<file path="src/odr_pkg.sv">
// ----------------------------------------------------------------------------
// odr_pkg: shared types and constants of the overlay descriptor router
// Table sizes, function and action codes, length limits, the queue entry
// passed from front to back and the result record.
// ----------------------------------------------------------------------------
`default_nettype none

package odr_pkg;

  // Table sizes (powers of two: the GUID index is the low GUID bits)
  localparam int ROUTE_ENTRIES = 256;
  localparam int OWN_ENTRIES   = 64;
  localparam int PORTS         = 16;
  localparam int QUEUE_DEPTH   = 2;

  localparam int ROUTE_IDX_W = $clog2(ROUTE_ENTRIES);
  localparam int OWN_IDX_W   = $clog2(OWN_ENTRIES);
  localparam int CNT_IDX_W   = $clog2(PORTS);
  localparam int QPTR_W      = (QUEUE_DEPTH > 1) ? $clog2(QUEUE_DEPTH) : 1;
  localparam int QCNT_W      = $clog2(QUEUE_DEPTH + 1);

  // Configuration register indexes
  localparam int CFG_IDX_W = 1;
  localparam logic [CFG_IDX_W-1:0] REG_MAX_TTL       = 1'd0;
  localparam logic [CFG_IDX_W-1:0] REG_INVALID_LIMIT = 1'd1;

  localparam logic [7:0] MAX_TTL_RESET       = 8'd7;
  localparam logic [7:0] INVALID_LIMIT_RESET = 8'd10;

  // Descriptor function codes
  localparam logic [7:0] FC_PING  = 8'h00;
  localparam logic [7:0] FC_PONG  = 8'h01;
  localparam logic [7:0] FC_PUSH  = 8'h40;
  localparam logic [7:0] FC_QUERY = 8'h80;
  localparam logic [7:0] FC_HITS  = 8'h81;

  // Payload length rules
  localparam logic [31:0] LEN_PONG      = 32'd14;
  localparam logic [31:0] LEN_PUSH      = 32'd26;
  localparam logic [31:0] LEN_QUERY_MAX = 32'd257;
  localparam logic [31:0] LEN_HITS_MAX  = 32'((8 + 256) * 256);
  localparam logic [7:0]  TTL_CEIL      = 8'd50;

  // Result actions
  localparam logic [3:0] ACT_INVALID     = 4'd0;
  localparam logic [3:0] ACT_EXPIRED     = 4'd1;
  localparam logic [3:0] ACT_FORWARD     = 4'd2;
  localparam logic [3:0] ACT_BROADCAST   = 4'd3;
  localparam logic [3:0] ACT_LOCAL_REPLY = 4'd4;
  localparam logic [3:0] ACT_ROUTE_ERR   = 4'd5;
  localparam logic [3:0] ACT_DUPLICATE   = 4'd6;
  localparam logic [3:0] ACT_OWN_LOOP    = 4'd7;
  localparam logic [3:0] ACT_PUSH_LOCAL  = 4'd8;
  localparam logic [3:0] ACT_RECORDED    = 4'd9;

  // What the back end has to do with a queued item
  localparam logic [1:0] OP_DIRECT  = 2'd0;  // result already settled
  localparam logic [1:0] OP_RECORD  = 2'd1;  // write own GUID table
  localparam logic [1:0] OP_REPLY   = 2'd2;  // route and own lookup
  localparam logic [1:0] OP_REQUEST = 2'd3;  // duplicate check and learn

  typedef struct packed {
    logic [1:0]  op;
    logic [3:0]  action;
    logic [7:0]  ttl;
    logic [7:0]  hop;
    logic        shutdown;
    logic [3:0]  port;
    logic [63:0] guid_hi;
    logic [63:0] guid_lo;
  } odr_item_t;

  typedef struct packed {
    logic [31:0] route_errors;
    logic        shutdown_source;
    logic [7:0]  hop_out;
    logic [7:0]  ttl_out;
    logic [3:0]  dest_port;
    logic [3:0]  action;
  } odr_result_t;

endpackage

`default_nettype wire

</file>
<file path="src/odr_front.sv">
// ----------------------------------------------------------------------------
// odr_front: header checks and classification
// Checks payload length, counts unknown codes per port, ages the TTL and hop
// count, and queues each item with the work left for the back end.
// ----------------------------------------------------------------------------
`default_nettype none

module odr_front import odr_pkg::*; (
  input  logic              clk,
  input  logic              rst,
  input  logic              in_valid,
  output logic              in_ready,
  input  logic              kind,
  input  logic [7:0]        function_code,
  input  logic [31:0]       payload_length,
  input  logic [7:0]        ttl_in,
  input  logic [7:0]        hop_in,
  input  logic [63:0]       guid_high,
  input  logic [63:0]       guid_low,
  input  logic [3:0]        source_port,
  input  logic [7:0]        max_ttl,
  input  logic [7:0]        invalid_limit,
  input  logic              q_ready,
  output logic              q_push,
  output odr_item_t         q_item
);

  logic [7:0]           invalid_count [PORTS];
  logic [CNT_IDX_W-1:0] cnt_idx;
  logic [7:0]           cnt;
  logic                 port_ok;
  logic                 known;
  logic                 len_ok;
  logic [8:0]           hop_inc;
  logic [7:0]           ttl_dec;
  logic [7:0]           ttl_clamp;
  logic [7:0]           ttl_adj;
  logic                 expired;

  assign in_ready = q_ready;
  assign q_push   = in_valid && q_ready;
  assign cnt_idx  = CNT_IDX_W'(source_port);
  assign port_ok  = 32'(source_port) < 32'(PORTS);
  assign cnt      = invalid_count[cnt_idx];

  always_comb begin
    known  = 1'b1;
    len_ok = 1'b0;
    case (function_code)
      FC_PING:  len_ok = (payload_length == 32'd0);
      FC_PONG:  len_ok = (payload_length == LEN_PONG);
      FC_PUSH:  len_ok = (payload_length == LEN_PUSH);
      FC_QUERY: len_ok = (payload_length <= LEN_QUERY_MAX);
      FC_HITS:  len_ok = (payload_length <= LEN_HITS_MAX);
      default:  known  = 1'b0;
    endcase
  end

  // Aging: hop grows in 9 bits so 255 rolls past any limit
  always_comb begin
    hop_inc   = {1'b0, hop_in} + 9'd1;
    ttl_dec   = ttl_in - 8'd1;
    expired   = (ttl_in <= 8'd1) || (hop_inc > {1'b0, max_ttl}) || (ttl_dec > TTL_CEIL);
    ttl_clamp = (ttl_dec > max_ttl) ? max_ttl : ttl_dec;
    ttl_adj   = (({2'b00, ttl_clamp} + {1'b0, hop_inc}) > {2'b00, max_ttl}) ?
                (max_ttl - hop_inc[7:0]) : ttl_clamp;
  end

  always_comb begin
    q_item          = '0;
    q_item.op       = OP_DIRECT;
    q_item.action   = ACT_INVALID;
    q_item.port     = source_port;
    q_item.guid_hi  = guid_high;
    q_item.guid_lo  = guid_low;
    if (kind) begin
      q_item.op     = OP_RECORD;
      q_item.action = ACT_RECORDED;
    end else if (!known) begin
      q_item.shutdown = port_ok && (cnt > invalid_limit);
    end else if (!len_ok) begin
      q_item.action = ACT_INVALID;
    end else if (expired) begin
      q_item.action = ACT_EXPIRED;
    end else begin
      q_item.ttl = ttl_adj;
      q_item.hop = hop_inc[7:0];
      if (function_code[0]) begin
        q_item.op = OP_REPLY;
      end else if (function_code == FC_PUSH) begin
        q_item.action = ACT_PUSH_LOCAL;
      end else begin
        q_item.op = OP_REQUEST;
      end
    end
  end

  // Saturating per-port count of unknown codes
  always_ff @(posedge clk) begin
    if (rst) begin
      for (int i = 0; i < PORTS; i++) begin
        invalid_count[i] <= 8'd0;
      end
    end else if (q_push && !kind && !known && port_ok && (cnt != 8'hFF)) begin
      invalid_count[cnt_idx] <= cnt + 8'd1;
    end
  end

endmodule

`default_nettype wire

</file>
<file path="config.mk">
export PLATFORM = sky130hd
export DESIGN_NAME = odr_front
export DESIGN_NICKNAME = d
export VERILOG_FILES = /design/src/odr_pkg.sv /design/src/odr_front.sv
export SDC_FILE = /design/constraint.sdc
export NUM_CORES = 1
export LEC_CHECK = 0
export BUFFER_PORTS_ARGS = -buffer_cell sky130_fd_sc_hd__buf_2
export CAP_MARGIN = 5
export CORE_MARGIN = 3
export CORE_UTILIZATION = 46
export CTS_CLUSTER_SIZE = 8
export DETAILED_ROUTE_END_ITERATION = 10
export PLACE_DENSITY = 0.77
export SYNTH_ARGS = -nofsm -noshare
export SYNTH_HDL_FRONTEND = slang
export SYNTH_SLANG_ARGS = --single-unit
export TNS_END_PERCENT = 20
</file>
<file path="constraint.sdc">
create_clock -name clk -period 9.5 [get_ports clk]
set_clock_uncertainty 0.2 [all_clocks]
set_input_delay 0.95 -clock clk [delete_from_list [all_inputs] [get_ports clk]]
set_output_delay 0.95 -clock clk [all_outputs]
set_load 0.03 [all_outputs]
</file>
After elaboration in Yosys (flattened, before gate mapping) --
Memories as Yosys holds them, arrays and structs flattened. Cells that the tools add are included.
Storage, ports and cells: register bits after elaboration 0, memory bits (writable) 128, memories 1
Memory list:
- invalid_count | depth 16, bits a word 8, rd ports 1, clocked after memory_dff 0, wr ports 16, line odr_front.sv:28 | logic [7:0] invalid_count [PORTS];
Cells by class: add/sub/neg operators 5, $lt $le $gt $ge 8, equal/unequal tests 7, multiplexer cells 26, reductions and logical operators 12
Operators by type and width (number):
- $eq A32 B4 Y1 const B | 1
- $eq A32 B5 Y1 const B | 1
- $le A32 B17 Y1 const B | 1
- $le A32 B9 Y1 const B | 1
- $logic_not A32 Y1 | 1
- $mux W16 | 2
- $mux W8 | 3
- $mux W22 | 1
- $mux W4 | 5
- $mux W17 | 1
- $eq A8 B8 Y1 const B | 2
- $gt A8 B8 Y1 | 2
- $add A8 B9 Y10 | 1
- $gt A10 B8 Y1 | 1
- $add A8 B1 Y9 const B | 1
- $gt A9 B8 Y1 | 1
- $add A8 B1 Y8 const B | 1
- $eq A8 B1 Y1 const B | 1
- $eq A8 B7 Y1 const B | 1
- $gt A8 B6 Y1 const B | 1
- $le A8 B1 Y1 const B | 1
- $logic_not A8 Y1 | 1
- $mux W1 | 8
- $mux W2 | 4
- other kinds (10) | 15

Depth between registers and ports, before layout --
depth after elaboration 11, depth in mapped cells 27, depth with buffers taken out 26

Worst setup path before layout --
No wires, ideal clock.
path type in2out, from input port ttl_in[5], to output port q_item[147] (netlist bit), data arrival time 6.421 ns, required time 8.350 ns, setup slack 1.929 ns, cell stages on the path 22, buffers on the path 1, cells stage by stage or4_1 -> nor4_1 -> xor2_1 -> ha_1 -> and4_1 -> a221oi_1 -> a31o_2 -> clkbuf_1 -> mux2i_1 -> ha_1 -> fa_1 -> a21oi_1 -> inv_1 -> a21oi_1 -> xnor2_1 -> ha_1 -> and4_1 -> a221oi_1 -> o21ai_0 -> a211oi_2 -> nand2_1 -> a21oi_1
RTL lines:
- from (decl) | line odr_front.sv:16 | input logic [7:0] ttl_in,
- to (decl) | line odr_front.sv:25 | output odr_item_t q_item

==> run summary <==
Initial Util: 47.3%
Worst reg2reg setup slack: 5.52 ns
Drt total wl: 22,600 microns
Sw Pwr: 0.000421 W
R2R cell count: 7
DRT antenna net count: 0
Worst Path Max Fanout: 9
Clock Power Share: 38.2%
Port bufs: 107
Synth area leaders: edfxtp_1, buf_4, mux4_2
Internal power: 0.00115 W
Final Critical Period: 7.96 ns
First-pass GRT wire length: 34,300 microns
Final core utilization: 48.7%
Vias in the first global route: 6,054
Reg-to-Reg Start: invalid_count[15][0]$_SDFFCE_PN0P_
Via density: 5.77
WS Path Type: in -> out
Fmax: 0.126 GHz
Gate power share: 20.6%
Post-CTS setup-driven buffer insertion count: 0
Vias post-DR: 6,182
Wire per inst: 21.1 microns
Synth cell count leaders: nor2_1, buf_4, edfxtp_1
Fillers: 1,639
Number of hold buffers added after cts: 0
Synth warnings: 0
Startpoint types: input port
Flip-flop count of the largest register after layout: 128
Nets: 1,064
Clock Pin Slew Worst Setup and Hold Paths: 0.05 ns
# clock sinks: 128
# diodes: 0
Overall Global Routing Usage: 20.8%
Clk buf depth: 2
Initial antenna violation count: 0
PostCTS Resize Cnt: 0
Flop pwr share: 41.2%
Sw Ratio: 26.9%
Worst slew pin tran: 0.943 ns
Synth Cell Area: 8960 sq um
Routability cong.: 0.877
Mean post-synth cell area: 10.7 sq um
Most numerous cell in the Yosys netlist: nor2_1
Slew margin rel.: 36.8%
Top reg by flops: invalid_count
CTS tree: built
Post-route clock period utilization: 83.8%
Skew-Pair Late Insertion Delay: 0.41 ns
Pleak: 3.79 nW
Initial DRT Pass Iterations: 5
Ys async rst share: 0%
Regs by FF count: invalid_count: 128 flops
Worst vdd ir: 0.113 mV
Die height: 146 microns
Max-slew violation count: 0
Final setup fails: 0
Hold Crit Start: invalid_count[7][6]$_SDFFCE_PN0P_
FP Rows: 50
Die width: 146 microns
Hold depth: 5
Die area: 21,200 sq um
Initial drt markers: 878
IO Pins: 366
Core box area: 19,000 sq um
CTS buffer count: 17
Synthesized flop and latch total: 128
Distinct cells, synth: 64
Leading area contributor after synthesis: edfxtp_1
Max-Cap Viols: 0
Largest net degree at the start of global routing: 40
Fraction of layout cells with a size suffix above 1: 22.7%
CTS root buffer: clkbuf_16
Area delta synth->final: 2.89%
Cell count after synthesis: 839
Pwr dens: 170 nW/um^2
Hold Path Sink: invalid_count[7][6]$_SDFFCE_PN0P_
CTS H-Tree Depth: 4
Register area share after synthesis: 42.9%
Worst EP arrival: 6.81 ns
Post-synth EDFFs: 128
Setup_tns: 0 ns
Status: finished clean
Crit. End Element: output port
R2R Path End: invalid_count[11][1]$_SDFFCE_PN0P_
Final hold vios: 0
Dominant synthesized flop cell: edfxtp_1
Grt ovf: 0
Synth top area share: 42.9%
HP Class: reg -> reg
Critical Path RT: 8.35 ns
Final HPWL DP: 16,600 microns
Drc violations: 0
RSZ-0062 raised after global routing: false
-- cell type report --
class	count	area [sq um]	area share, %
sequential	128	3840	41.7
multi-input combinational	501	3800	41.2
timing repair buffer	112	573	6.21
clock buffer	19	433	4.69
tap	260	325	3.53
inverter	41	154	1.67
clock inverter	11	98.8	1.07
-- routing by layer --
layer	routed length [microns]	vias up	GRT usage, %
met4	403	0	4.89
met1	8540	2958	26.0
met5	0	-	1.82
met3	3090	38	9.87
li1	-	2774	-
met2	10600	412	32.9
-- worst max-delay path, cell delays in order --
cell and delay [ns]:
buf_2 0.11, or3_1 0.37, nor3_1 0.20, xor2_1 0.33, ha_1 0.32, a21o_1 0.19
a21o_1 0.17, a221oi_1 0.23, a31o_2 0.27, mux2i_1 0.13, ha_1 0.24, fa_1 0.41
a21oi_1 0.27, inv_1 0.07, a21oi_1 0.18, xnor2_1 0.14, ha_1 0.26, and4_1 0.21
a221oi_1 0.27, o21ai_0 0.13, a211oi_2 0.79, mux2i_1 0.18, nor2_1 0.14, buf_2 0.23
-- power groups by stage --
stage	registers, W	clock network (W)	logic (W)
final	0.000646	0.000598	0.000322
after global routing	0.000647	0.000623	0.000354
after CTS	0.000646	0.000600	0.000318
after detailed placement	0.000657	0	0.000316
after global placement	0.000656	0	0.000310
after floorplan	0.000654	0	0.000330
-- worst max-delay path by stage --
stage               slack [ns]  startpoint     endpoint
floorplan                 1.93   ttl_in[5]  q_item[147]
global placement          1.73   ttl_in[5]  q_item[148]
detailed placement        1.63   ttl_in[4]  q_item[146]
CTS                       1.59   ttl_in[4]  q_item[146]
global route              1.01   ttl_in[5]  q_item[147]
finish                    1.54   ttl_in[4]  q_item[148]
-- metrics by stage --
step	setup WS [ns]	instances	hold WS (ns)	cell area [sq um]	power (W)
6_report	1.54	1072	1.12	9220	0.00157
3_5_place_dp	1.63	1042	1.03	8690	0.000973
2_1_floorplan	1.93	840	0.793	8970	0.000984
3_3_place_gp	1.73	1042	1.04	8690	0.000966
5_1_grt	1.01	1072	1.17	9220	0.00162
4_1_cts	1.59	1072	1.10	9220	0.00156
-- cells in the final DEF (no fill, tap or decap), drive strengths merged, types with 6 or more instances in the layout --
cell    instances
mux2i           9
clkinv          9
xor2           17
nand2b         20
xnor2          11
o21ai          13
nor3           12
ha             52
inv            41
a21o           10
buf           112
nand4          13
mux2            6
nor2b           9
a22oi          12
edfxtp        128
a21oi          12
clkbuf         19
nor2          162
mux4           34
nand3          13
nand2          27
nor4            6
-- kinds of logic after synthesis --
kind of cell    after synthesis  share of synthesized area (%)
compound gates               76                           6.00
xor+xnor                     28                           2.99
fa+ha+maj                    54                           7.70
buf+inv                     211                           14.8
flops                       128                           42.9
mux                          49                           10.3
other cells                   1                         0.0418
simple gates                292                           15.3
(Power assumes the default switching activity.)
