==> config.mk <==
export PLATFORM = sky130hd
export DESIGN_NAME = odr_queue
export DESIGN_NICKNAME = d
export VERILOG_FILES = /design/src/odr_pkg.sv /design/src/odr_queue.sv
export SDC_FILE = /design/constraint.sdc
export NUM_CORES = 1
export LEC_CHECK = 0
export BUFFER_PORTS_ARGS = -buffer_cell sky130_fd_sc_hd__buf_2
export CORE_UTILIZATION = 47
export CTS_CLUSTER_SIZE = 30
export DETAILED_ROUTE_END_ITERATION = 8
export GPL_ROUTABILITY_DRIVEN = 0
export PLACE_DENSITY = 0.73
export SYNTH_ARGS = -nofsm -noshare
export SYNTH_HDL_FRONTEND = slang
export SYNTH_SLANG_ARGS = --single-unit
==> constraint.sdc <==
create_clock -name clk -period 12.4 [get_ports clk]
set_clock_uncertainty 0.1 [all_clocks]
set_input_delay 2.48 -clock clk [delete_from_list [all_inputs] [get_ports clk]]
set_output_delay 2.48 -clock clk [all_outputs]
set_load 0.02 [all_outputs]
==> src/odr_pkg.sv <==
// ----------------------------------------------------------------------------
// odr_pkg: shared types and constants of the overlay descriptor router
// Table sizes, function and action codes, length limits, the queue entry
// passed from front to back and the result record.
// ----------------------------------------------------------------------------
`default_nettype none

package odr_pkg;

  // Table sizes (powers of two: the GUID index is the low GUID bits)
  localparam int ROUTE_ENTRIES = 256;
  localparam int OWN_ENTRIES   = 64;
  localparam int PORTS         = 16;
  localparam int QUEUE_DEPTH   = 2;

  localparam int ROUTE_IDX_W = $clog2(ROUTE_ENTRIES);
  localparam int OWN_IDX_W   = $clog2(OWN_ENTRIES);
  localparam int CNT_IDX_W   = $clog2(PORTS);
  localparam int QPTR_W      = (QUEUE_DEPTH > 1) ? $clog2(QUEUE_DEPTH) : 1;
  localparam int QCNT_W      = $clog2(QUEUE_DEPTH + 1);

  // Configuration register indexes
  localparam int CFG_IDX_W = 1;
  localparam logic [CFG_IDX_W-1:0] REG_MAX_TTL       = 1'd0;
  localparam logic [CFG_IDX_W-1:0] REG_INVALID_LIMIT = 1'd1;

  localparam logic [7:0] MAX_TTL_RESET       = 8'd7;
  localparam logic [7:0] INVALID_LIMIT_RESET = 8'd10;

  // Descriptor function codes
  localparam logic [7:0] FC_PING  = 8'h00;
  localparam logic [7:0] FC_PONG  = 8'h01;
  localparam logic [7:0] FC_PUSH  = 8'h40;
  localparam logic [7:0] FC_QUERY = 8'h80;
  localparam logic [7:0] FC_HITS  = 8'h81;

  // Payload length rules
  localparam logic [31:0] LEN_PONG      = 32'd14;
  localparam logic [31:0] LEN_PUSH      = 32'd26;
  localparam logic [31:0] LEN_QUERY_MAX = 32'd257;
  localparam logic [31:0] LEN_HITS_MAX  = 32'((8 + 256) * 256);
  localparam logic [7:0]  TTL_CEIL      = 8'd50;

  // Result actions
  localparam logic [3:0] ACT_INVALID     = 4'd0;
  localparam logic [3:0] ACT_EXPIRED     = 4'd1;
  localparam logic [3:0] ACT_FORWARD     = 4'd2;
  localparam logic [3:0] ACT_BROADCAST   = 4'd3;
  localparam logic [3:0] ACT_LOCAL_REPLY = 4'd4;
  localparam logic [3:0] ACT_ROUTE_ERR   = 4'd5;
  localparam logic [3:0] ACT_DUPLICATE   = 4'd6;
  localparam logic [3:0] ACT_OWN_LOOP    = 4'd7;
  localparam logic [3:0] ACT_PUSH_LOCAL  = 4'd8;
  localparam logic [3:0] ACT_RECORDED    = 4'd9;

  // What the back end has to do with a queued item
  localparam logic [1:0] OP_DIRECT  = 2'd0;  // result already settled
  localparam logic [1:0] OP_RECORD  = 2'd1;  // write own GUID table
  localparam logic [1:0] OP_REPLY   = 2'd2;  // route and own lookup
  localparam logic [1:0] OP_REQUEST = 2'd3;  // duplicate check and learn

  typedef struct packed {
    logic [1:0]  op;
    logic [3:0]  action;
    logic [7:0]  ttl;
    logic [7:0]  hop;
    logic        shutdown;
    logic [3:0]  port;
    logic [63:0] guid_hi;
    logic [63:0] guid_lo;
  } odr_item_t;

  typedef struct packed {
    logic [31:0] route_errors;
    logic        shutdown_source;
    logic [7:0]  hop_out;
    logic [7:0]  ttl_out;
    logic [3:0]  dest_port;
    logic [3:0]  action;
  } odr_result_t;

endpackage

`default_nettype wire

==> src/odr_queue.sv <==
// ----------------------------------------------------------------------------
// odr_queue: short FIFO between front and back
// Holds classified items so that either side can stall on its own.
// ----------------------------------------------------------------------------
`default_nettype none

module odr_queue import odr_pkg::*; (
  input  logic       clk,
  input  logic       rst,
  input  logic       push,
  input  odr_item_t  push_item,
  output logic       ready,
  output logic       valid,
  input  logic       pop,
  output odr_item_t  head
);

  odr_item_t         slots [QUEUE_DEPTH];
  logic [QPTR_W-1:0] wr_ptr;
  logic [QPTR_W-1:0] rd_ptr;
  logic [QCNT_W-1:0] count;

  assign ready = count < QCNT_W'(QUEUE_DEPTH);
  assign valid = count != '0;
  assign head  = slots[rd_ptr];

  always_ff @(posedge clk) begin
    if (push) begin
      slots[wr_ptr] <= push_item;
    end
  end

  always_ff @(posedge clk) begin
    if (rst) begin
      wr_ptr <= '0;
      rd_ptr <= '0;
      count  <= '0;
    end else begin
      if (push) begin
        wr_ptr <= (wr_ptr == QPTR_W'(QUEUE_DEPTH - 1)) ? '0 : wr_ptr + 1'b1;
      end
      if (pop) begin
        rd_ptr <= (rd_ptr == QPTR_W'(QUEUE_DEPTH - 1)) ? '0 : rd_ptr + 1'b1;
      end
      if (push && !pop) begin
        count <= count + 1'b1;
      end else if (pop && !push) begin
        count <= count - 1'b1;
      end
    end
  end

endmodule

`default_nettype wire

**After elaboration in Yosys (flattened, before gate mapping)**

Memories as Yosys holds them, arrays and structs flattened. A register that Yosys moved wholly into a read port is not among the register bits.
Cells that the tools add are included.

- $add $sub $neg: 4
- Magnitude comparators: 1
- Mux-type cells: 8
- Reduce and logical (&&, ||, !) cells: 6

Operator list:

| kind | count |
|---|---|
| $mux W1 | 6 |
| $mux W2 | 2 |
| $reduce_bool A2 Y1 | 2 |
| $add A1 B1 Y1 const B | 2 |
| $add A2 B1 Y2 const B | 1 |
| $logic_and A1 B1 Y1 | 2 |
| $logic_not A1 Y1 | 2 |
| $lt A2 B2 Y1 const B | 1 |
| $sub A2 B1 Y2 const B | 1 |

- Bits in registers: 4
- RAM bits: 310
- Memories kept: 1

Memory list:

| name | words | bits a word | rd ports | clocked after memory_dff | wr ports | RTL line | RTL |
|---|---|---|---|---|---|---|---|
| slots | 2 | 155 | 1 | 1 | 1 | odr_queue.sv:18 | `odr_item_t slots [QUEUE_DEPTH];` |

**Depth between registers and ports, before layout**

Gate-level depths: netlist of run 1.

- Word-level depth: 4
- Depth in mapped cells: 5
- Depth with buffers taken out: 5

**Worst setup path after synthesis of run 1**

No wires, ideal clock.

- Path type: input to register
- From: input push
- To: memory slots[0][0] in the netlist's numbering (enable)
- Library setup time: 690 ps
- Arrival: 9181 ps
- Data required time: 11610 ps
- Setup slack: 2428 ps
- Stages on the path: 1
- Path buffers: 0
- Cells stage by stage: nor2b_1

- Cells in the longest elaborated chain, start to end: 2

RTL lines:

| element | RTL line | RTL |
|---|---|---|
| start: declaration | odr_queue.sv:10 | `input logic push,` |
| $mux W1 | odr_queue.sv:28 | `if (push) begin` |
| $mux W1 (implied by the code) | odr_queue.sv:29 | `slots[wr_ptr] <= push_item;` |
| end: declaration | odr_queue.sv:18 |  |

Every way passes these cells.

==> results.sh, run 1 <==
export IMPL_drv_slew=0
export IMPL_syn_avg_cell_area_um2=22.7
export IMPL_synth_warnings=0
export IMPL_syn_inst=504
export IMPL_ctsHoldBuffers=0
export IMPL_p_per_area_nw_per_um2=172
export IMPL_synthFlopType="edfxtp_1"
export IMPL_grt_max_degree=80
export IMPL_synth_top_cell_by_area="edfxtp_1"
export IMPL_worstPathArrival_ns=2.32
export IMPL_async_flop_share=0
export IMPL_fillers=1811
export IMPL_grt_pass1_wl_um=30300
export IMPL_syn_area_um2=11500
export IMPL_tns_ns=0
export IMPL_crit_path_end_kind="output port"
export IMPL_tightest_slew_ns=1.06
export IMPL_finalHoldViolations=0
export IMPL_clockBufferDepth=3
export IMPL_io_pins=316
export IMPL_cts_tree="done"
export IMPL_synth_commonest_cells="edfxtp_1 (310), mux2_2 (155), buf_6 (15)"
export IMPL_drt_vias_per_instance=4.84
export IMPL_power_share_switching=0.228
export IMPL_syn_to_final_growth_pct=24.8
export IMPL_synth_most_common_cell="edfxtp_1"
export IMPL_overflow=0
export IMPL_power_mw=2.46
export IMPL_min_path_type="reg2reg"
export IMPL_synth_edff_count=310
export IMPL_firstDrtPassIters=4
export IMPL_critPathLaunchType="flop"
export IMPL_routed_wl_um=21100
export IMPL_fin_crit_ns=4.90
export IMPL_synth_top_area_frac=0.813
export IMPL_critPathRequiredTime_ns=9.82
export IMPL_synth_nets=664
export IMPL_clkLatencyLatePin_ns=0.54
export IMPL_drc=0
export IMPL_core_area_um2=23700
export IMPL_pre_cts_ws_ns=7.65
export IMPL_numPortBuffers=315
export IMPL_numCtsBuffers=31
export IMPL_detailed_place_hpwl_um=13600
export IMPL_setup_violations_final=0
export IMPL_p_int_mw=1.90
export IMPL_p_switching_mw=0.561
export IMPL_wire_per_inst_um=17.8
export IMPL_ys_types=16
export IMPL_clock_power_share=0.369
export IMPL_track_usage=0.160
export IMPL_drt_iter0_drc=297
export IMPL_clock_root_buffer="clkbuf_16"
export IMPL_drv_cap=0
export IMPL_antenna_found_initial=2
export IMPL_cp_max_fo=79
export IMPL_ir_worst_vdd_mv=0.132
export IMPL_post_cts_buffers=0
export IMPL_h_tree_depth=1
export IMPL_timing_worst_setup_path_type="reg2out"
export IMPL_power_share_sequential=0.511
export IMPL_p_leak_nw=5.35
export IMPL_start_util=0.484
export IMPL_slew_headroom=0.293
export IMPL_die_area_um2=25000
export IMPL_drive_gt1_frac=0.607
export IMPL_combPwrFrac=0.119
export IMPL_cts_sink_count=315
export IMPL_drt_antenna_violating_nets=0
export IMPL_final_nets=1001
export IMPL_die_w_um=158
export IMPL_fin_crit_sh=0.396
export IMPL_yosysSeqAreaShare=0.821
export IMPL_cts_repair_resized=0
export IMPL_num_vias=5734
export IMPL_die_h_um=158
export IMPL_fmax_mhz=204
export IMPL_synth_area_top_cells="edfxtp_1 (81%), mux2_2 (15%), buf_6 (1.5%)"
export IMPL_status="finished, final reports clean"
export IMPL_rsz0062_at_grt="no"
export IMPL_clkTransAtPathRegs_ns=0.06
export IMPL_setup_ws_ns=7.50
export IMPL_core_rowCount=56
export IMPL_grt_pass1_vias=5826
export IMPL_ys_seq_elements=315
## placed cells by master, fill, tap and decap left out, drive strengths merged
cell,n
a21oi,1
and2,1
buf,321
bufinv,3
clkbuf,42
clkinv,10
clkinvlp,1
dfxtp,5
diode,1
edfxtp,310
ha,1
inv,3
mux2,155
nor2,4
nor2b,1
o21ai,1
or2,1
or3,1
xnor2,2
xor2,2
## registers in the layout, summed over array words and instances (netlist names), named ones only
name / flops
rd_ptr: 1
slots: 310
wr_ptr: 1
count: 2
## stage by stage
stage	utilization	instances	hold slack (ns)	instance area, um2
2_1_floorplan	-	504	0.360	11500
3_3_place_gp	0.561	1127	0.380	13300
3_5_place_dp	0.561	1127	0.394	13300
4_1_cts	0.603	1184	0.402	14300
5_1_grt	0.604	1185	0.425	14300
6_report	0.604	1185	0.408	14300
## power groups by stage
stage | Sequential [mW] | Clock [mW] | Combinational (mW)
6_report | 1.26 | 0.908 | 0.293
5_1_grt | 1.26 | 0.967 | 0.314
4_1_cts | 1.26 | 0.928 | 0.299
3_5_place_dp | 1.28 | 0 | 0.297
3_3_place_gp | 1.28 | 0 | 0.294
2_1_floorplan | 1.29 | 0 | 0.195
## metal layers
metal / GRT usage / vias to the layer above / routed length [um]
met5: 0 / - / 15
met4: 0.0462 / 2 / 379
met3: 0.0487 / 39 / 1660
met2: 0.294 / 195 / 11200
met1: 0.176 / 2814 / 7880
li1: - / 2684 / -
## cell families after synthesis
logic type / synth area share
flip-flops: 0.821
buffers and inverters: 0.0178
AO/OA/AOI/OAI: 0.000873
multiplexers: 0.152
AND/OR/NAND/NOR: 0.00350
adder cells (fa/ha/maj): 0.00109
XOR/XNOR: 0.00306
## worst max-delay path, stage by stage (launching register included)
cell     delay (ns)
dfxtp_4        0.34
buf_4          0.77
mux2_2         0.43
buf_2          0.16
## final cells by class
class / instances / area [um2] / share of cell area
diodes: 1 / 2.50 / 0.000175
clock buffers: 42 / 847 / 0.0593
clock inverters: 15 / 151 / 0.0106
inverters: 2 / 7.51 / 0.000525
multi-input cells: 170 / 1850 / 0.130
flip-flops and latches: 315 / 9410 / 0.658
well taps: 319 / 399 / 0.0279
repair buffers: 321 / 1620 / 0.113
## worst paths after layout
check,start,to,slack [ns],depth (start not counted)
setup reg to reg,wr_ptr,slots[0][15],9.98,2
hold reg to reg,count[1],count[1],0.41,2
hold / removal,count[1],count[1],0.41,2
setup / recovery,flop,head[39],7.50,3
Power figures use the tool's default switching activity.
==> inputs of run 2 (changes only) <==
ABC_AREA = 1   (was unset)
clock period = 5.08 ns   (was 12.4 ns; I/O delays follow)
==> results.sh, run 2 <==
export IMPL_status="finished, final reports clean"
export IMPL_clkLatencyLatePin_ns=0.55
export IMPL_setup_violations_final=0
export IMPL_drt_iter0_drc=331
export IMPL_rsz0062_at_grt="no"
export IMPL_fin_util=0.608
export IMPL_numPortBuffers=315
export IMPL_critPathLaunchType="flop"
export IMPL_die_h_um=158
export IMPL_finalHoldViolations=0
export IMPL_grt_pass1_wl_um=31200
export IMPL_fin_crit_sh=0.703
export IMPL_syn_area_um2=11500
export IMPL_grt_pass1_vias=5915
export IMPL_h_tree_depth=1
export IMPL_tns_ns=0
export IMPL_cts_sink_count=315
export IMPL_drv_slew=0
export IMPL_async_flop_share=0
export IMPL_syn_inst=514
export IMPL_synth_edff_count=310
export IMPL_post_cts_buffers=0
export IMPL_syn_to_final_growth_pct=25.6
export IMPL_power_mw=6.11
export IMPL_synth_most_common_cell="edfxtp_1"
export IMPL_area_sequential_um2=9410
export IMPL_fmax_mhz=280
export IMPL_drv_cap=0
export IMPL_antenna_found_initial=3
export IMPL_synth_top_cell_by_area="edfxtp_1"
export IMPL_synth_top_area_frac=0.810
export IMPL_cp_max_fo=40
export IMPL_core_rowCount=56
export IMPL_multi_input_area_um2=1840
export IMPL_ctsHoldBuffers=0
export IMPL_firstDrtPassIters=4
export IMPL_largest_register_ffs=310
export IMPL_slew_headroom=0.342
export IMPL_worstPathArrival_ns=2.45
export IMPL_ys_seq_elements=315
export IMPL_final_common_cell="buf_2"
export IMPL_final_nets=1012
export IMPL_synth_commonest_cells="edfxtp_1 (310), mux2_2 (155), clkbuf_8 (12)"
export IMPL_drt_vias_per_instance=4.86
export IMPL_overflow=0
export IMPL_ys_types=15
export IMPL_min_path_type="reg2reg"
export IMPL_num_vias=5831
export IMPL_syn_avg_cell_area_um2=22.4
export IMPL_start_util=0.484
export IMPL_detailed_place_hpwl_um=14200
export IMPL_die_area_um2=25100
export IMPL_routed_wl_um=21700
export IMPL_cts_repair_resized=0
export IMPL_clock_root_buffer="clkbuf_16"
export IMPL_io_pins=316
export IMPL_top_register="slots"
export IMPL_synthFlopType="edfxtp_1"
export IMPL_clockBufferDepth=3
export IMPL_mostFrequentLayoutCells="buf_2 (315), edfxtp_1 (310), mux2_2 (155), clkbuf_16 (31)"
export IMPL_drt_antenna_violating_nets=0
export IMPL_timing_worst_setup_path_type="reg2out"
export IMPL_die_w_um=158
export IMPL_numCtsBuffers=31
export IMPL_ir_worst_vdd_mv=0.315
export IMPL_track_usage=0.164
export IMPL_clkTransAtPathRegs_ns=0.07
export IMPL_drive_gt1_frac=0.608
export IMPL_core_area_um2=23800
export IMPL_critPathRequiredTime_ns=3.96
export IMPL_cts_tree="done"
export IMPL_drc=0
export IMPL_synth_area_top_cells="edfxtp_1 (81%), mux2_2 (15%), clkbuf_8 (1.4%)"
export IMPL_yosysSeqAreaShare=0.818
export IMPL_p_leak_nw=5.43
export IMPL_synth_warnings=0
export IMPL_p_per_area_nw_per_um2=423
export IMPL_synth_nets=674
export IMPL_reg_top3="slots (310), count (2)"
export IMPL_fillers=1722
export IMPL_wire_per_inst_um=18.1
export IMPL_fin_crit_ns=3.57
export IMPL_tightest_slew_ns=0.987
export IMPL_crit_path_end_kind="output port"
export IMPL_grt_max_degree=105
-- run 2: per-layer routing --
metal / track usage / part of all wire / vias to the layer above
li1: - / - / 2724
met1: 0.199 / 0.40 / 2839
met2: 0.280 / 0.49 / 227
met3: 0.0558 / 0.086 / 39
met4: 0.0458 / 0.023 / 2
met5: 0 / 0.00037 / -
-- run 2: path summary, 6_finish.rpt --
path	start	endpoint	slack (ns)	cells past startpoint
worst max-delay path	flop	head[126]	1.51	3
worst min-delay path	rd_ptr	flop	0.42	2
worst max register to register	wr_ptr	slots[1][108]	2.94	3
worst min register to register	rd_ptr	flop	0.42	2
-- run 2: metrics by stage --
stage	instance area [um2]	hold WS [ns]	setup WS (ns)	std cells
6_report	14400	0.423	1.51	1199
5_1_grt	14400	0.450	1.40	1197
4_1_cts	14400	0.425	1.47	1196
3_5_place_dp	13300	0.405	2.08	1138
3_3_place_gp	13300	0.396	2.13	1138
2_1_floorplan	11500	0.380	0.394	514
-- run 2: report_power, final --
part | total [mW] | leakage (nW) | internal [mW] | switching (mW)
combinational | 0.662 | 1.95 | 0.268 | 0.394
clock | 2.40 | 0.534 | 1.45 | 0.944
sequential | 3.06 | 2.95 | 3.01 | 0.0432
-- run 2: final cells by class --
class,instances,share of cell area
multi-input combinational,173,0.128
clock inverter,24,0.0197
clock buffer,34,0.0559
tap,319,0.0276
sequential,315,0.652
antenna,3,0.000520
inverter,9,0.00269
timing repair buffer,322,0.115
-- run 2: kinds of logic (layout without fill, tap and decap cells) --
family / count (synthesis) / count (layout) / share of synthesized area
flip-flops: 315 / 315 / 0.818
multiplexers: 155 / 155 / 0.152
buffers and inverters: 26 / 389 / 0.0222
AND/OR/NAND/NOR: 14 / 14 / 0.00500
AO/OA/AOI/OAI: 2 / 2 / 0.000870
adder cells (fa/ha/maj): 1 / 1 / 0.00109
XOR/XNOR: 1 / 1 / 0.000762
other: 0 / 3 / 0
-- run 2: critical path, cell delays in order, from the launching register on --
cell and delay (ns):
dfxtp_4 0.73, buf_4 0.55, mux2_2 0.40, buf_2 0.16
==> inputs of run 3 (changes only) <==
ABC_AREA = 0   (was 1)
PLACE_DENSITY = 0.76   (was 0.73)
clock period = 3.05 ns   (was 5.08 ns; I/O delays follow)
==> results.sh, run 3 (synthesis gave the netlist of run 1 again) <==
export IMPL_critPathRequiredTime_ns=2.34
export IMPL_cts_repair_resized=0
export IMPL_detailed_place_hpwl_um=14100
export IMPL_die_area_um2=25000
export IMPL_start_util=0.484
export IMPL_wire_per_inst_um=17.8
export IMPL_setup_ws_ns=0.247
export IMPL_worst_r2r_path_depth=2
export IMPL_largest_register_ffs=310
export IMPL_numPortBuffers=315
export IMPL_h_tree_depth=1
export IMPL_gr_usage_met2=0.283
export IMPL_drt_vias_per_instance=4.87
export IMPL_p_per_area_nw_per_um2=687
export IMPL_fin_crit_ns=2.80
export IMPL_rsz0062_at_grt="no"
export IMPL_routed_wl_um=21100
export IMPL_post_cts_buffers=0
export IMPL_timing_worst_setup_path_type="reg2out"
export IMPL_die_h_um=158
export IMPL_clock_root_buffer="clkbuf_16"
export IMPL_cts_tree="done"
export IMPL_dp_cells=1129
export IMPL_grt_max_degree=81
export IMPL_drive_gt1_frac=0.605
export IMPL_numCtsBuffers=31
export IMPL_top_register="slots"
export IMPL_drt_antenna_violating_nets=0
export IMPL_core_rowCount=56
export IMPL_grt_pass1_vias=5879
export IMPL_ctsHoldBuffers=0
export IMPL_status="finished, final reports clean"
export IMPL_layoutNonFillerInstCount=1187
export IMPL_io_pins=316
export IMPL_track_usage=0.160
export IMPL_drt_iter0_drc=273
export IMPL_final_nets=1003
export IMPL_die_w_um=158
export IMPL_fin_crit_sh=0.919
export IMPL_p_leak_nw=5.36
export IMPL_fmax_mhz=357
export IMPL_cp_max_fo=59
export IMPL_critPathLaunchType="flop"
export IMPL_cts_sink_count=315
export IMPL_grtUsageMet3=0.0512
export IMPL_min_path_type="in2reg"
export IMPL_reg_top3="slots (310), count (2)"
export IMPL_mostFrequentLayoutCells="buf_2 (315), edfxtp_1 (310), mux2_2 (155), clkbuf_16 (31), clkbuf_1 (12)"
export IMPL_power_mw=9.85
export IMPL_ir_worst_vdd_mv=0.579
export IMPL_drc=0
export IMPL_clkTransAtPathRegs_ns=0.06
export IMPL_antenna_found_initial=4
export IMPL_num_vias=5775
export IMPL_clkLatencyLatePin_ns=0.54
export IMPL_syn_to_final_growth_pct=25.2
export IMPL_drv_cap=0
export IMPL_final_common_cell="buf_2"
export IMPL_drv_slew=0
export IMPL_crit_path_end_kind="output port"
export IMPL_slew_headroom=0.688
export IMPL_worstPathArrival_ns=2.09
export IMPL_met1_usage=0.181
export IMPL_overflow=0
export IMPL_grt_pass1_wl_um=30400
export IMPL_worstHoldPathCells=1
export IMPL_top_usage_layer="met2"
export IMPL_firstDrtPassIters=4
export IMPL_clockBufferDepth=3
export IMPL_tightest_slew_ns=0.468
export IMPL_finalHoldViolations=0
export IMPL_pre_cts_ws_ns=0.799
export IMPL_setup_violations_final=0
export IMPL_core_area_um2=23700
==> run 3: changes by cell type in the layout (fill, tap and decap cells not counted), moves of 2 or more <==
cell,previous run,this run
buf_12,2,6
buf_4,5,2
bufinv_16,6,2
clkbuf_1,1,12
clkinv_1,4,2
clkinv_2,8,6
clkinvlp_4,3,1
inv_1,8,2
inv_6,4,0
nand2_1,6,0
xor2_1,0,2
==> run 3: metrics by stage <==
step                      area (um2)  setup TNS (ns)  hold slack (ns)  utilization
after global routing           14300               0            0.125        0.606
after global placement         13400               0            0.385        0.565
after floorplan                11500          -68.23            0.360            -
after detailed placement       13400               0            0.405        0.565
final                          14300               0            0.156        0.606
after CTS                      14300               0            0.126        0.605
==> run 3: per-layer routing <==
layer	wire [um]	vias up	part of all wire
li1	-	2693	-
met1	7950	2828	0.38
met2	11000	213	0.52
met3	1650	37	0.078
met4	463	4	0.022
met5	26	-	0.0012
==> run 3: final timing paths <==
| kind | slack, ns | startpoint | end |
|---|---|---|---|
| worst min register to register | 0.42 | rd_ptr | flop |
| worst max-delay path | 0.25 | flop | head[75] |
| worst min-delay path | 0.16 | push_item[32] | slots[1][32] |
| worst max register to register | 1.45 | wr_ptr | slots[1][12] |
==> run 3: area by class of cell <==
class	count	area, um2
sequential	315	9410
fill	1791	9340
antenna	2	5.00
clock inverter	11	105
clock buffer	45	848
inverter	2	7.51
tap	319	399
multi-input combinational	170	1850
timing repair buffer	323	1710
==> run 3: worst max-delay path, stage by stage, from the launching register on <==
cell,delay (ns)
dfxtp_4,0.60
buf_12,0.36
mux2_2,0.40
buf_2,0.16
==> run 3: power breakdown <==
part / leakage, nW / switching, mW / internal (mW)
registers: 2.95 / 0.0718 / 5.05
logic: 1.94 / 0.708 / 0.485
clock network: 0.466 / 1.45 / 2.08
